## src/sv/sqbm_enc.sv

```systemverilog
// One-hot to binary encoder over the cell chain.
// No dependencies.
module sqbm_enc #(
  parameter int unsigned N = 128
) (
  input  logic [N-1:0]         onehot_i,
  output logic [$clog2(N)-1:0] index_o
);

  localparam int unsigned W = $clog2(N);

  always_comb begin
    index_o = '0;
    for (int i = 0; i < N; i++) begin
      if (onehot_i[i]) begin
        index_o = index_o | W'(i);
      end
    end
  end

endmodule

```

## config.mk

```make
export PLATFORM = sky130hd
export DESIGN_NAME = sqbm_enc
export DESIGN_NICKNAME = d
export VERILOG_FILES = /design/src/sv/sqbm_enc.sv
export SDC_FILE = /design/constraint.sdc
export NUM_CORES = 1
export LEC_CHECK = 0
export BUFFER_PORTS_ARGS = -buffer_cell sky130_fd_sc_hd__buf_2
export CAP_MARGIN = 5
export CORE_UTILIZATION = 24
export DETAILED_ROUTE_END_ITERATION = 6
export PLACE_DENSITY_LB_ADDON = 0.2
export SLEW_MARGIN = 15
export SYNTH_ARGS = -nofsm -noshare
export SYNTH_HDL_FRONTEND = slang
export SYNTH_SLANG_ARGS = --single-unit
```

## constraint.sdc

```tcl
create_clock -name vclk -period 2.6
set_clock_uncertainty 0.05 [all_clocks]
set_input_delay 0.52 -clock vclk [all_inputs]
set_output_delay 0.52 -clock vclk [all_outputs]
set_load 0.02 [all_outputs]
```

# == Word level (Yosys, flattened, before mapping) ==
# Cells that the tools add are included.
# word_totals
register_bits,0
inputBits,128
output_inout_bits,7
elab_cells,127
# classes
n_mux,127
# ops
op,n
$mux 7,64
$mux 6,32
$mux 5,16
$mux 4,8
$mux 3,4
$mux 2,2
$mux 1,1

# == Depth between registers and ports, before layout ==
# Gate-level depths: netlist of run 1.
# depth
ltp_word,127
ltp_mapped,4
depth_no_buf,4

# == Worst setup path before layout of run 1 ==
# OpenSTA, ideal clock, no wires.
# synth_path
kind,in2out
start,input onehot_i[43]
end,output index_o[1]
arrival_time_ns,2.009
slack_ns,0.021
stages,4
cell_sequence,or4_4 nor4_2 nand4_1 or4_1
# synth_via
elab_chain_cells,85
# synth_lines
element,line,source
from (decl),6,"input logic [N-1:0] onehot_i,"
$mux 6 (21 in a row),15,if (onehot_i[i]) begin
$mux 7 (64 in a row),15,
to (decl),7,output logic [$clog2(N)-1:0] index_o
# No other way between the ends.

# == Worst setup path after layout of run 1 ==
# Same ends and word-level chain as after synthesis.

==> impl_metrics.env, run 1 <==
export IMPL_dpl_cell_area_mm2=0.00139
export IMPL_ys_seq_area_share_pct=0
export IMPL_drc=0
export IMPL_crit_fanout=2
export IMPL_cap_violations=0
export IMPL_nFlopsAndLatches=0
export IMPL_drive_gt1_share_pct=62.1
export IMPL_vias=1533
export IMPL_max_freq_ghz=0.365
export IMPL_nets=373
export IMPL_drt_total_wl_mm=4.22
export IMPL_vdd_ir_drop_worst_mv=0.0849
export IMPL_synthToLayoutAreaGrowth_pct=141
export IMPL_seq_area_um2=0
export IMPL_portBuffers=134
export IMPL_grt_pass1_vias=1418
export IMPL_die_x_um=52.0
export IMPL_fillCellCount=240
export IMPL_criticalPathCategory="in2out"
export IMPL_p_per_area_mw_per_mm2=112
export IMPL_end_kind="output port"
export IMPL_status="finished with violations"
export IMPL_hold_viol=0
export IMPL_syn_instance_count=98
export IMPL_netlist_area_um2=601
export IMPL_wire_per_inst_um=15.6
export IMPL_viasPerCell=5.66
export IMPL_dr_pass1_iters=5
export IMPL_ioPinCount=135
export IMPL_crit_end="index_o[1]"
export IMPL_cp_start_kind="input port"
export IMPL_syn_area_per_cell_um2=6.13
export IMPL_holdCritStartpoint="onehot_i[81]"
export IMPL_critical_path_required_ns=2.03
export IMPL_dp_hpwl_mm=3.87
export IMPL_drv_slew=0
export IMPL_layout_setup_ws_ns=-0.141
export IMPL_grt_max_degree=4
export IMPL_start_util_pct=26.4
export IMPL_track_usage_pct=30.8
export IMPL_ant_nets=0
export IMPL_yosys_warnings=0
export IMPL_n_antenna_cell=0
export IMPL_rows=17
export IMPL_min_period_ns=2.74
export IMPL_synth_area_leaders="nor4_1, nand4_1, or4_1"
export IMPL_setup_worst_path_start="onehot_i[43]"
export IMPL_syn_nets=226
export IMPL_grt_overflow_total=0
export IMPL_fin_setup_tns_ns=-0.231
export IMPL_setup_violations_final=2
export IMPL_rsz0062_at_grt="true"
export IMPL_synth_top_cell_by_area="nor4_1"
export IMPL_period_share_pct=105
export IMPL_grt_pass1_wl_mm=6.25
export IMPL_final_area_mm2=0.00145
export IMPL_die_h_um=52.0
export IMPL_p_leak_nw=0.652
export IMPL_synth_cell_types=13
export IMPL_first_iter_violations=38
export IMPL_antenna_found_initial=0
export IMPL_failed_checks="negative setup slack"
export IMPL_core_mm2=0.00228
export IMPL_gp_congestion=0.878
export IMPL_fin_hold_ws_ns=1.32
export IMPL_hold_class="in2out"
export IMPL_cp_data_arrival_time_ns=2.17
export IMPL_ctsHoldBuffers=0
export IMPL_relSlewSlack_pct=69.2
export IMPL_die_area_mm2=0.00271
export IMPL_n_clock_buffer=0
export IMPL_worst_slew_pin_transition_ns=0.458
export IMPL_yosysTopAreaCellShare_pct=52.1
-- power by group --
part / internal [mW] / total [mW] / switching, mW
clock: 0 / 0 / 0
sequential: 0 / 0 / 0
combinational: 0.0920 / 0.162 / 0.0697
total: 0.0920 / 0.162 / 0.0697
-- worst min path at each step --
stage                 endpoint  cells after the start
finish              index_o[6]                      4
global route        index_o[3]                      4
CTS                 index_o[6]                      4
detailed placement  index_o[3]                      4
global placement    index_o[3]                      4
floorplan           index_o[2]                      2
-- cell usage in the layout (no fill, tap or decap) --
cell type / count
and3_1: 2
and4_1: 2
buf_2: 128
buf_4: 10
buf_6: 7
nand2_1: 8
nand3_1: 2
nand4_1: 11
nor2_1: 6
nor3_1: 3
nor3_2: 1
nor4_1: 49
nor4_2: 2
nor4b_1: 1
or3_1: 1
or4_1: 7
or4_4: 3
-- stage by stage --
step / setup WS [ns] / util (%) / total power [mW] / std cells
floorplan: 0.0208 / - / 0.0182 / 98
finish: -0.141 / 63.7 / 0.162 / 271
CTS: -0.167 / 62.6 / 0.157 / 271
global route: -0.181 / 63.7 / 0.174 / 271
detailed placement: -0.225 / 61.0 / 0.153 / 271
global placement: -0.206 / 61.0 / 0.152 / 271
-- worst max-delay path, stage by stage --
cell,delay [ns]
buf_6,0.09
or4_4,0.54
nor4_2,0.22
nand4_1,0.18
or4_1,0.46
buf_6,0.15
-- Yosys cell counts (all sizes together) --
| master | instances |
|---|---|
| nand2 | 8 |
| nand3 | 2 |
| nor4b | 1 |
| nand4 | 11 |
| nor4 | 51 |
| and4 | 2 |
| or3 | 1 |
| or4 | 10 |
| and3 | 2 |
| nor2 | 6 |
| nor3 | 4 |
-- routing by layer --
metal / up-vias / part of all wire, % / GRT usage (%)
met5: - / 0 / 0
met4: 0 / 0.97 / 2.25
met3: 6 / 7.6 / 2.05
met2: 94 / 51 / 59.2
met1: 683 / 41 / 38.0
li1: 750 / - / -
-- cell type report --
class	instances	area, µm²	share of cell area, %
repair buffers	145	795	54.8
well taps	28	35.0	2.42
multi-input cells	98	619	42.7
-- timing repair --
action | CTS | global route
hold endpoints to repair | 0 | 0
resized for setup | 9 | 5
setup endpoints to repair | 4 | 4
setup buffers | 0 | 0
pin swaps | 2 | 4
-- cell families after synthesis --
logic type and share of synthesized area (%):
AND/OR/NAND/NOR 100
Power figures use the tool's default switching activity.
==> inputs of run 2 (changes only) <==
==> constraint.sdc (replaced) <==
create_clock -name vclk -period 2.6
set_clock_uncertainty 0.05 [all_clocks]
set_input_delay 0.39 -clock vclk [all_inputs]
set_output_delay 0.39 -clock vclk [all_outputs]
set_load 0.02 [all_outputs]
==> impl_metrics.env, run 2 (synthesized netlist as in run 1, its figures left out) <==
export IMPL_n_antenna_cell=0
export IMPL_nets=363
export IMPL_drc=0
export IMPL_n_clock_buffer=0
export IMPL_max_freq_ghz=0.390
export IMPL_hold_path_depth=4
export IMPL_synthToLayoutAreaGrowth_pct=121
export IMPL_drt_total_wl_mm=4.09
export IMPL_dp_cells=260
export IMPL_fin_setup_tns_ns=0
export IMPL_grt_overflow_total=0
export IMPL_layout_setup_ws_ns=0.0339
export IMPL_p_leak_nw=0.585
export IMPL_relSlewSlack_pct=71.3
export IMPL_p_per_area_mw_per_mm2=109
export IMPL_vdd_ir_drop_worst_mv=0.0774
export IMPL_layout_common_cells="buf_2, nor4_1, nand4_1, or4_1, nand2_1"
export IMPL_period_share_pct=98.7
export IMPL_grt_pass1_wl_mm=5.68
export IMPL_final_common_cell="buf_2"
export IMPL_grt_pass1_vias=1311
export IMPL_final_area_mm2=0.00133
export IMPL_worst_slew_pin_transition_ns=0.427
export IMPL_seq_area_um2=0
export IMPL_status="finished clean"
export IMPL_holdCritStartpoint="onehot_i[8]"
export IMPL_dr_pass1_iters=4
export IMPL_drv_slew=0
export IMPL_die_h_um=52.0
export IMPL_portBuffers=134
export IMPL_start_util_pct=26.4
export IMPL_gp_congestion=0.854
export IMPL_dp_hpwl_mm=3.79
export IMPL_min_period_ns=2.57
export IMPL_rows=17
export IMPL_antenna_found_initial=0
export IMPL_core_mm2=0.00228
export IMPL_wire_per_inst_um=15.7
export IMPL_dpl_cell_area_mm2=0.00131
export IMPL_setup_violations_final=0
export IMPL_min_delay_worst_endpoint="index_o[3]"
export IMPL_rsz0062_at_grt="false"
export IMPL_hold_class="in2out"
export IMPL_hold_viol=0
export IMPL_end_kind="output port"
export IMPL_track_usage_pct=28.1
export IMPL_fillCellCount=260
export IMPL_crit_fanout=2
export IMPL_vias=1466
export IMPL_die_area_mm2=0.00271
export IMPL_drive_gt1_share_pct=59.2
export IMPL_criticalPathCategory="in2out"
export IMPL_die_x_um=52.0
export IMPL_multi_input_area_um2=616
export IMPL_ioPinCount=135
export IMPL_cp_start_kind="input port"
export IMPL_first_iter_violations=29
export IMPL_layout_cells_non_filler=261
export IMPL_grt_max_degree=4
export IMPL_cp_data_arrival_time_ns=2.13
export IMPL_critical_path_required_ns=2.16
export IMPL_cap_violations=0
export IMPL_viasPerCell=5.62
export IMPL_ant_nets=0
export IMPL_nFlopsAndLatches=0
export IMPL_dp_slack_ns=0.0407
-- run 2: repair_timing --
action | 4_1_cts | 5_1_grt
setup buffers | 0 | 1
setup endpoints to repair | 0 | 1
hold buffers | 0 | 0
gates resized for setup | 0 | 2
-- run 2: stage by stage --
stage	hold WS [ns]	util, %	power, mW
2_1_floorplan	0.922	-	0.0182
3_3_place_gp	1.07	57.4	0.142
3_5_place_dp	1.07	57.4	0.142
4_1_cts	1.07	57.4	0.142
5_1_grt	1.08	58.4	0.157
6_report	1.08	58.4	0.145
-- run 2: routing by layer --
| layer | share of wire (%) | track usage, % |
|---|---|---|
| met2 | 51 | 53.0 |
| met3 | 9.4 | 2.63 |
| met5 | 0 | 0 |
| met4 | 0.56 | 3.60 |
| met1 | 39 | 34.5 |
-- run 2: cell type report --
| cell class | count | area share [%] |
|---|---|---|
| Tap cell | 28 | 2.64 |
| Multi-Input combinational cell | 98 | 46.3 |
| Timing Repair Buffer | 135 | 51.0 |
-- run 2: worst max path at each step --
stage | startpoint | to | slack, ns | cells past startpoint
after floorplan | onehot_i[43] | index_o[1] | 0.28 | 4
after global placement | onehot_i[43] | index_o[1] | 0.05 | 6
after detailed placement | onehot_i[43] | index_o[1] | 0.04 | 6
after CTS | onehot_i[43] | index_o[1] | 0.04 | 6
after global routing | onehot_i[43] | index_o[1] | 0.003 | 6
final | onehot_i[43] | index_o[1] | 0.03 | 6
-- run 2: report_power, final --
group          internal (mW)  switching [mW]
clock network              0               0
logic                 0.0794          0.0659
registers                  0               0
total                 0.0794          0.0659
-- run 2: critical path, stage by stage --
cell and delay [ns]:
buf_2 0.10, or4_4 0.56, nor4_4 0.21, nand4_1 0.15, or4_1 0.53, buf_2 0.17
