### src/sv/sqbm_pkg.sv
// Package for the store queue with byte merge: command and status codes,
// the input and result transaction structs, the entry struct and the cell control struct.
// No dependencies.
package sqbm_pkg;

  localparam logic [1:0] CMD_INSERT = 2'd0;
  localparam logic [1:0] CMD_LOOKUP = 2'd1;
  localparam logic [1:0] CMD_REMOVE = 2'd2;
  localparam logic [1:0] CMD_SHIFT  = 2'd3;

  localparam logic [1:0] ST_OK   = 2'd0;
  localparam logic [1:0] ST_MISS = 2'd1;
  localparam logic [1:0] ST_FULL = 2'd2;

  localparam int unsigned ROWS_W = 16;

  typedef struct packed {
    logic [1:0]         command;
    logic [31:0]        address;
    logic [31:0]        write_data;
    logic signed [31:0] time_tag;
    logic [3:0]         byte_enable;
  } in_t;

  typedef struct packed {
    logic [1:0]         status;
    logic               hit;
    logic [6:0]         entry_index;
    logic [31:0]        read_data;
    logic signed [31:0] read_time_tag;
    logic [6:0]         occupancy;
  } out_t;

  typedef struct packed {
    logic [31:0]        addr;
    logic [31:0]        data;
    logic signed [31:0] tag;
  } entry_t;

  // Broadcast to every cell of the chain.
  typedef struct packed {
    logic               shift;
    logic               kill;
    logic               compact;
    logic               fresh;
    logic [31:0]        addr;
    logic [31:0]        wdata;
    logic [3:0]         be;
    logic signed [31:0] tag;
    logic [ROWS_W-1:0]  rows;
  } cell_ctrl_t;

endpackage

### src/sv/sqbm_cell.sv
// One queue cell: holds a valid bit and an entry, compares its address,
// merges writes and hands its entry down to the neighbour below during compaction.
// Depends on sqbm_pkg.
module sqbm_cell (
  input  logic                clk_i,
  input  logic                rst_ni,
  input  sqbm_pkg::cell_ctrl_t ctrl_i,
  input  logic                wr_i,
  input  logic                lo_valid_i,
  input  logic                hi_valid_i,
  input  sqbm_pkg::entry_t    hi_entry_i,
  output logic                valid_o,
  output sqbm_pkg::entry_t    entry_o,
  output logic                match_o
);

  logic             valid_q, valid_d;
  sqbm_pkg::entry_t entry_q, entry_d;

  assign match_o = valid_q && (entry_q.addr == ctrl_i.addr);
  assign valid_o = valid_q;
  assign entry_o = entry_q;

  always_comb begin
    valid_d = valid_q;
    entry_d = entry_q;
    priority if (ctrl_i.shift) begin
      // Invalid cells are shifted as well; their tags are never read.
      entry_d.tag = entry_q.tag - $signed({16'd0, ctrl_i.rows});
    end else if (wr_i) begin
      valid_d      = 1'b1;
      entry_d.addr = ctrl_i.addr;
      entry_d.tag  = ctrl_i.tag;
      for (int k = 0; k < 4; k++) begin
        if (ctrl_i.be[k]) begin
          entry_d.data[8*k +: 8] = ctrl_i.wdata[8*k +: 8];
        end else if (ctrl_i.fresh) begin
          entry_d.data[8*k +: 8] = 8'h00;
        end
      end
    end else if (ctrl_i.kill) begin
      valid_d = valid_q && !match_o;
    end else if (ctrl_i.compact) begin
      // A hole takes the entry above it; the entry that moves leaves a hole.
      if (!valid_q && hi_valid_i) begin
        valid_d = 1'b1;
        entry_d = hi_entry_i;
      end else if (valid_q && !lo_valid_i) begin
        valid_d = 1'b0;
      end
    end else begin
      // Otherwise the cell keeps its contents.
      valid_d = valid_q;
    end
  end

  always_ff @(posedge clk_i or negedge rst_ni) begin
    if (!rst_ni) begin
      valid_q <= 1'b0;
    end else begin
      valid_q <= valid_d;
    end
  end

  always_ff @(posedge clk_i) begin
    entry_q <= entry_d;
  end

endmodule

### config.mk
export PLATFORM = sky130hd
export DESIGN_NAME = sqbm_cell
export DESIGN_NICKNAME = d
export VERILOG_FILES = /design/src/sv/sqbm_pkg.sv /design/src/sv/sqbm_cell.sv
export SDC_FILE = /design/constraint.sdc
export NUM_CORES = 1
export LEC_CHECK = 0
export BUFFER_PORTS_ARGS = -buffer_cell sky130_fd_sc_hd__clkbuf_2
export CAP_MARGIN = 25
export CORE_MARGIN = 2
export CORE_UTILIZATION = 35
export DETAILED_ROUTE_END_ITERATION = 12
export GPL_ROUTABILITY_DRIVEN = 1
export MAX_ROUTING_LAYER = met4
export PLACE_DENSITY = 0.67
export REMOVE_ABC_BUFFERS = 1
export SYNTH_ARGS = -nofsm -noshare
export SYNTH_HDL_FRONTEND = slang
export SYNTH_SLANG_ARGS = --single-unit
### constraint.sdc
create_clock -name clk_i -period 4.2 [get_ports clk_i]
set_input_delay 0 -clock clk_i [delete_from_list [all_inputs] [get_ports clk_i]]
set_output_delay 0 -clock clk_i [all_outputs]
set_load 0.03 [all_outputs]
**Yosys cells after proc, flatten, opt, wreduce, memory -nomap -nowiden**

Index checks and enable logic that the tools add are counted.

- Add/subtract/negate cells: 1
- Equality and inequality tests: 7
- Multiplexer cells: 15
- Bitwise operators: 1
- Reduce and logical (&&, ||, !) cells: 20

Operators by type and width:

| kind | count |
|---|---|
| $mux W96 | 4 |
| $mux W8 | 5 |
| $eq A32 B32 Y1 | 1 |
| $mux W32 | 1 |
| $sub A32 B17 Y32 | 1 |
| $reduce_and A5 Y1 | 4 |
| $ne A3 B3 Y1 const B | 4 |
| $reduce_bool A3 Y1 | 3 |
| $reduce_and A3 Y1 | 2 |
| $mux W1 | 5 |
| $logic_and A1 B1 Y1 | 4 |
| $reduce_and A4 Y1 | 1 |
| $reduce_bool A2 Y1 | 2 |
| $reduce_bool A4 Y1 | 1 |
| $logic_not A1 Y1 | 3 |
| $ne A3 B1 Y1 const B | 1 |
| $ne A2 B1 Y1 const B | 1 |
| $not A1 Y1 | 1 |

- Flip-flop bits (word level): 97
- Input port bits: 221
- Output and inout bits: 98

**Longest topological paths before layout**

- Word-level depth: 7
- Depth in mapped cells: 10
- Mapped depth without buffers: 10

**Least setup slack after synthesis**

Ideal clock, no wire load.

- Kind: register -> register
- Start: register valid_q, in the netlist valid_o
- End: register entry_q, in the netlist entry_o[32] (enable)
- Setup time: 330 ps
- Data arrival time: 2839 ps
- Required time: 3870 ps
- Path slack: 1031 ps
- Stages on the path, launching flop included: 5
- Buffers on the path: 0
- Cell sequence: dfrtp_1 > nor4b_1 > nor2_1 > nor2_1 > o21a_1

- Word-level cells in the longest chain between the ends: 4

Ends and longest elaborated chain:

| element | RTL line | RTL |
|---|---|---|
| start: declaration | sqbm_cell.sv:17 | `logic valid_q, valid_d;` |
| start signal: assignment | sqbm_cell.sv:61 | `valid_q <= valid_d;` |
| $logic_not A1 Y1 | sqbm_cell.sv:45 | `if (!valid_q && hi_valid_i) begin` |
| $logic_and A1 B1 Y1 | sqbm_cell.sv:45 |  |
| $reduce_bool A2 Y1 (no line) | n/a |  |
| $reduce_and A5 Y1 (no line) | n/a |  |
| end signal: assignment | sqbm_cell.sv:66 | `entry_q <= entry_d;` |
| end: declaration | sqbm_cell.sv:18 | `sqbm_pkg::entry_t entry_q, entry_d;` |

Every way passes these cells.
A chain may end at the register's enable or synchronous reset.

==> metrics.md <==
| Metric | Value |
|---|---|
| Run status | `complete, no violations` |
| Routed vias/inst | `roughly 4.9` |
| Final wirelength | `roughly 22 mm` |
| PortBufs | `about 320` |
| Sequential fraction of the synthesis area | `48.1%` |
| Worst-case reg-to-reg path depth | `8` |
| Layout fillers | `approximately 1500` |
| Critical path data required time | `around 4.4 ns` |
| CTS Buffer Depth | `2` |
| Final HPWL DP | `about 15 mm` |
| Asr flop ratio synth | `~1%` |
| Max cap viols | `0` |
| Largest net degree at the start of global routing | `slightly below 60` |
| HP Class | `in -> reg` |
| Pwr per Cell Area | `348 nW/um2` |
| Number of synthesized register bits | `97` |
| Dpl ws | `roughly 1.3 ns` |
| Number of global-route vias before repair | `between 6000 and 7000` |
| Layout Skew | `about 0.012 ns` |
| Setup Buffers After CTS | `0` |
| Power Total | `roughly 3300 uW` |
| H-tree depth | `3` |
| Core Area | `between 15000 and 20000 um2` |
| CP max FO | `6` |
| Maximum VDD drop | `around 220 uV` |
| Final Cycle Share | `68.0%` |
| Final number of setup-violating endpoints | `0` |
| CTS root buf | `clkbuf_16` |
| Global-route wire length before repair | `33.5 mm` |
| Commonest non-fill, non-tap cell in the layout | `clkbuf_2` |
| Synth unique cells | `52` |
| Ys Warns | `0` |
| Synth Cell Area | `between 6000 and 7000 um2` |
| CP endpoint kind | `register` |
| Highest Clock Rate | `around 350 MHz` |
| # resized after CTS | `0` |
| Layout area overhead | `55.4%` |
| Register area | `2910 um2` |
| Starting density of the core | `about a third` |
| Worst-skew pair later-pin latency | `around 0.35 ns` |
| Arrival @ worst endpoint | `3.06 ns` |
| Via Count | `between 6000 and 7000` |
| Mapped Cells | `around 590` |
| Leakage power | `between 0.004 and 0.005 uW` |
| Final min period | `2.86 ns` |
| Number of synthesized flops with an enable pin | `96` |
| Top FF cell, synth | `edfxtp_1` |
| First-pass detailed-route iteration total | `7` |
| Die ar. | `18300 um2` |
| Setup_tns | `0 ns` |
| Slack of the critical path | `roughly 1.3 ns` |
| CTS buffer count | `9` |
| Most frequent cells in the layout | `317 x clkbuf_2, 124 x dlygate4sd3_1, 96 x edfxtp_1` |
| Max_slew headroom | `between 40 and 50%` |
| Die width | `about 140 um` |
| Ratio of cells with drive above 1 in the final layout | `a little under two fifths` |
| Post-Syn Area per Cell | `between 10 and 15 um2` |
| WHS Path Cells | `3` |
| I/O pins | `between 300 and 400` |
| Hold_ws | `0.00396 ns` |
| Remaining global-route overflow | `0` |
| Critical Path Start Type | `register` |
| Core Util, Final | `a little over half` |
| RSZ-0062 raised after global routing | `false` |
| CTS tree | `done` |
| Total track usage | `approximately a quarter` |
| Initial antenna violation count | `1` |
| Wire per inst | `approximately 17 um` |
| Multi-input logic area | `roughly 2800 um2` |
| Num rows | `between 40 and 50` |
| DRT iter0 DRCs | `around 310` |
| Antenna viol nets, final | `0` |
| Clk slew on worst S/H paths | `~0.08 ns` |
| Slew Viols, Final | `0` |
| GPL Wtd Cong | `0.833` |
| Die H | `about 140 um` |
| Fin nets | `between 1000 and 1500` |
| Worst Tran Pin Value | `0.752 ns` |
| Critical path class | `reg -> reg` |
| Final Hold Viols | `0` |
| # DRC | `0` |
| CTS sink count | `97` |
## critical path: stages (launching register included)
cell and delay [ns]:
edfxtp_1 0.39, ha_1 0.36, a21o_1 0.19, a31o_2 0.23, o21ai_1 0.30, a21oi_1 0.15
o21a_1 0.26, or4_2 0.65, a31oi_1 0.17
## path summary, 6_finish.rpt
| check | slack [ns] | to | startpoint |
|---|---|---|---|
| max | 1.34 | entry_o[21] | entry_o[4] |
| min | 0.004 | entry_o[35] | hi_entry_i[35] |
| max reg2reg | 1.34 | entry_o[21] | entry_o[4] |
| min reg2reg | 0.59 | valid_o | valid_o |
| max in group asynchronous | 3.62 | valid_o | rst_ni |
| min in group asynchronous | 0.48 | valid_o | rst_ni |
## final cells by class
class / instances / area share [%]
Antenna cell: 1 / 0.0266
Clock buffer: 9 / 2.40
Clock inverter: 7 / 0.653
Inverter: 52 / 2.08
Multi-Input combinational cell: 409 / 30.3
Sequential cell: 97 / 31.0
Tap cell: 225 / 3.00
Timing Repair Buffer: 447 / 30.6
## through the flow
| step | instance area [um2] | instances |
|---|---|---|
| 2_1_floorplan | 5940 | 558 |
| 3_5_place_dp | 7860 | 1106 |
| 6_report | 9390 | 1247 |
| 4_1_cts | 9390 | 1246 |
| 5_1_grt | 9390 | 1247 |
| 3_3_place_gp | 7860 | 1106 |
## Yosys cell counts (15+ instances only)
cell	instances	area share (%)
a211oi_1	19	2.4
a21oi_1	30	2.5
clkbuf_1	25	1.6
edfxtp_1	96	48
ha_1	16	3.3
inv_1	51	3.2
mux2_2	33	6.1
mux2i_1	15	2.5
nand2_1	53	3.3
nor2b_1	23	2.4
o21ai_0	52	4.3
xor2_1	40	5.8
## what timing repair did
action	CTS	global route
hold buffers	124	0
setup endpoints to repair	0	0
endpoints found under the hold margin	68	0
## cell families (layout without fill, tap and decap cells)
family	count (synthesis)	in the layout	share of synthesized area, %
flops	97	97	48.1
buf+inv	79	515	4.91
simple gates	152	152	13.1
xor+xnor	51	51	7.39
mux	48	48	8.63
other cells	0	1	0
fa+ha+maj	17	17	3.64
compound gates	141	141	14.2
## per-layer routing
metal,track usage [%],routed length (um),vias to the layer above
met2,43.0,11100,280
met1,26.9,8200,2851
met5,-,0,-
met3,6.02,1710,58
li1,-,-,2983
met4,9.61,765,0
## where the power goes
group	total, uW	switching (uW)	internal [uW]
clock network	830	414	416
logic	1160	663	500
registers	1270	76.4	1200
total	3260	1150	2110
## sequential cells by signal, indices dropped and copies added (netlist names)
signal	cells
valid_o	1
entry_o	96
Note: power is estimated with default switching activity, not from simulation.
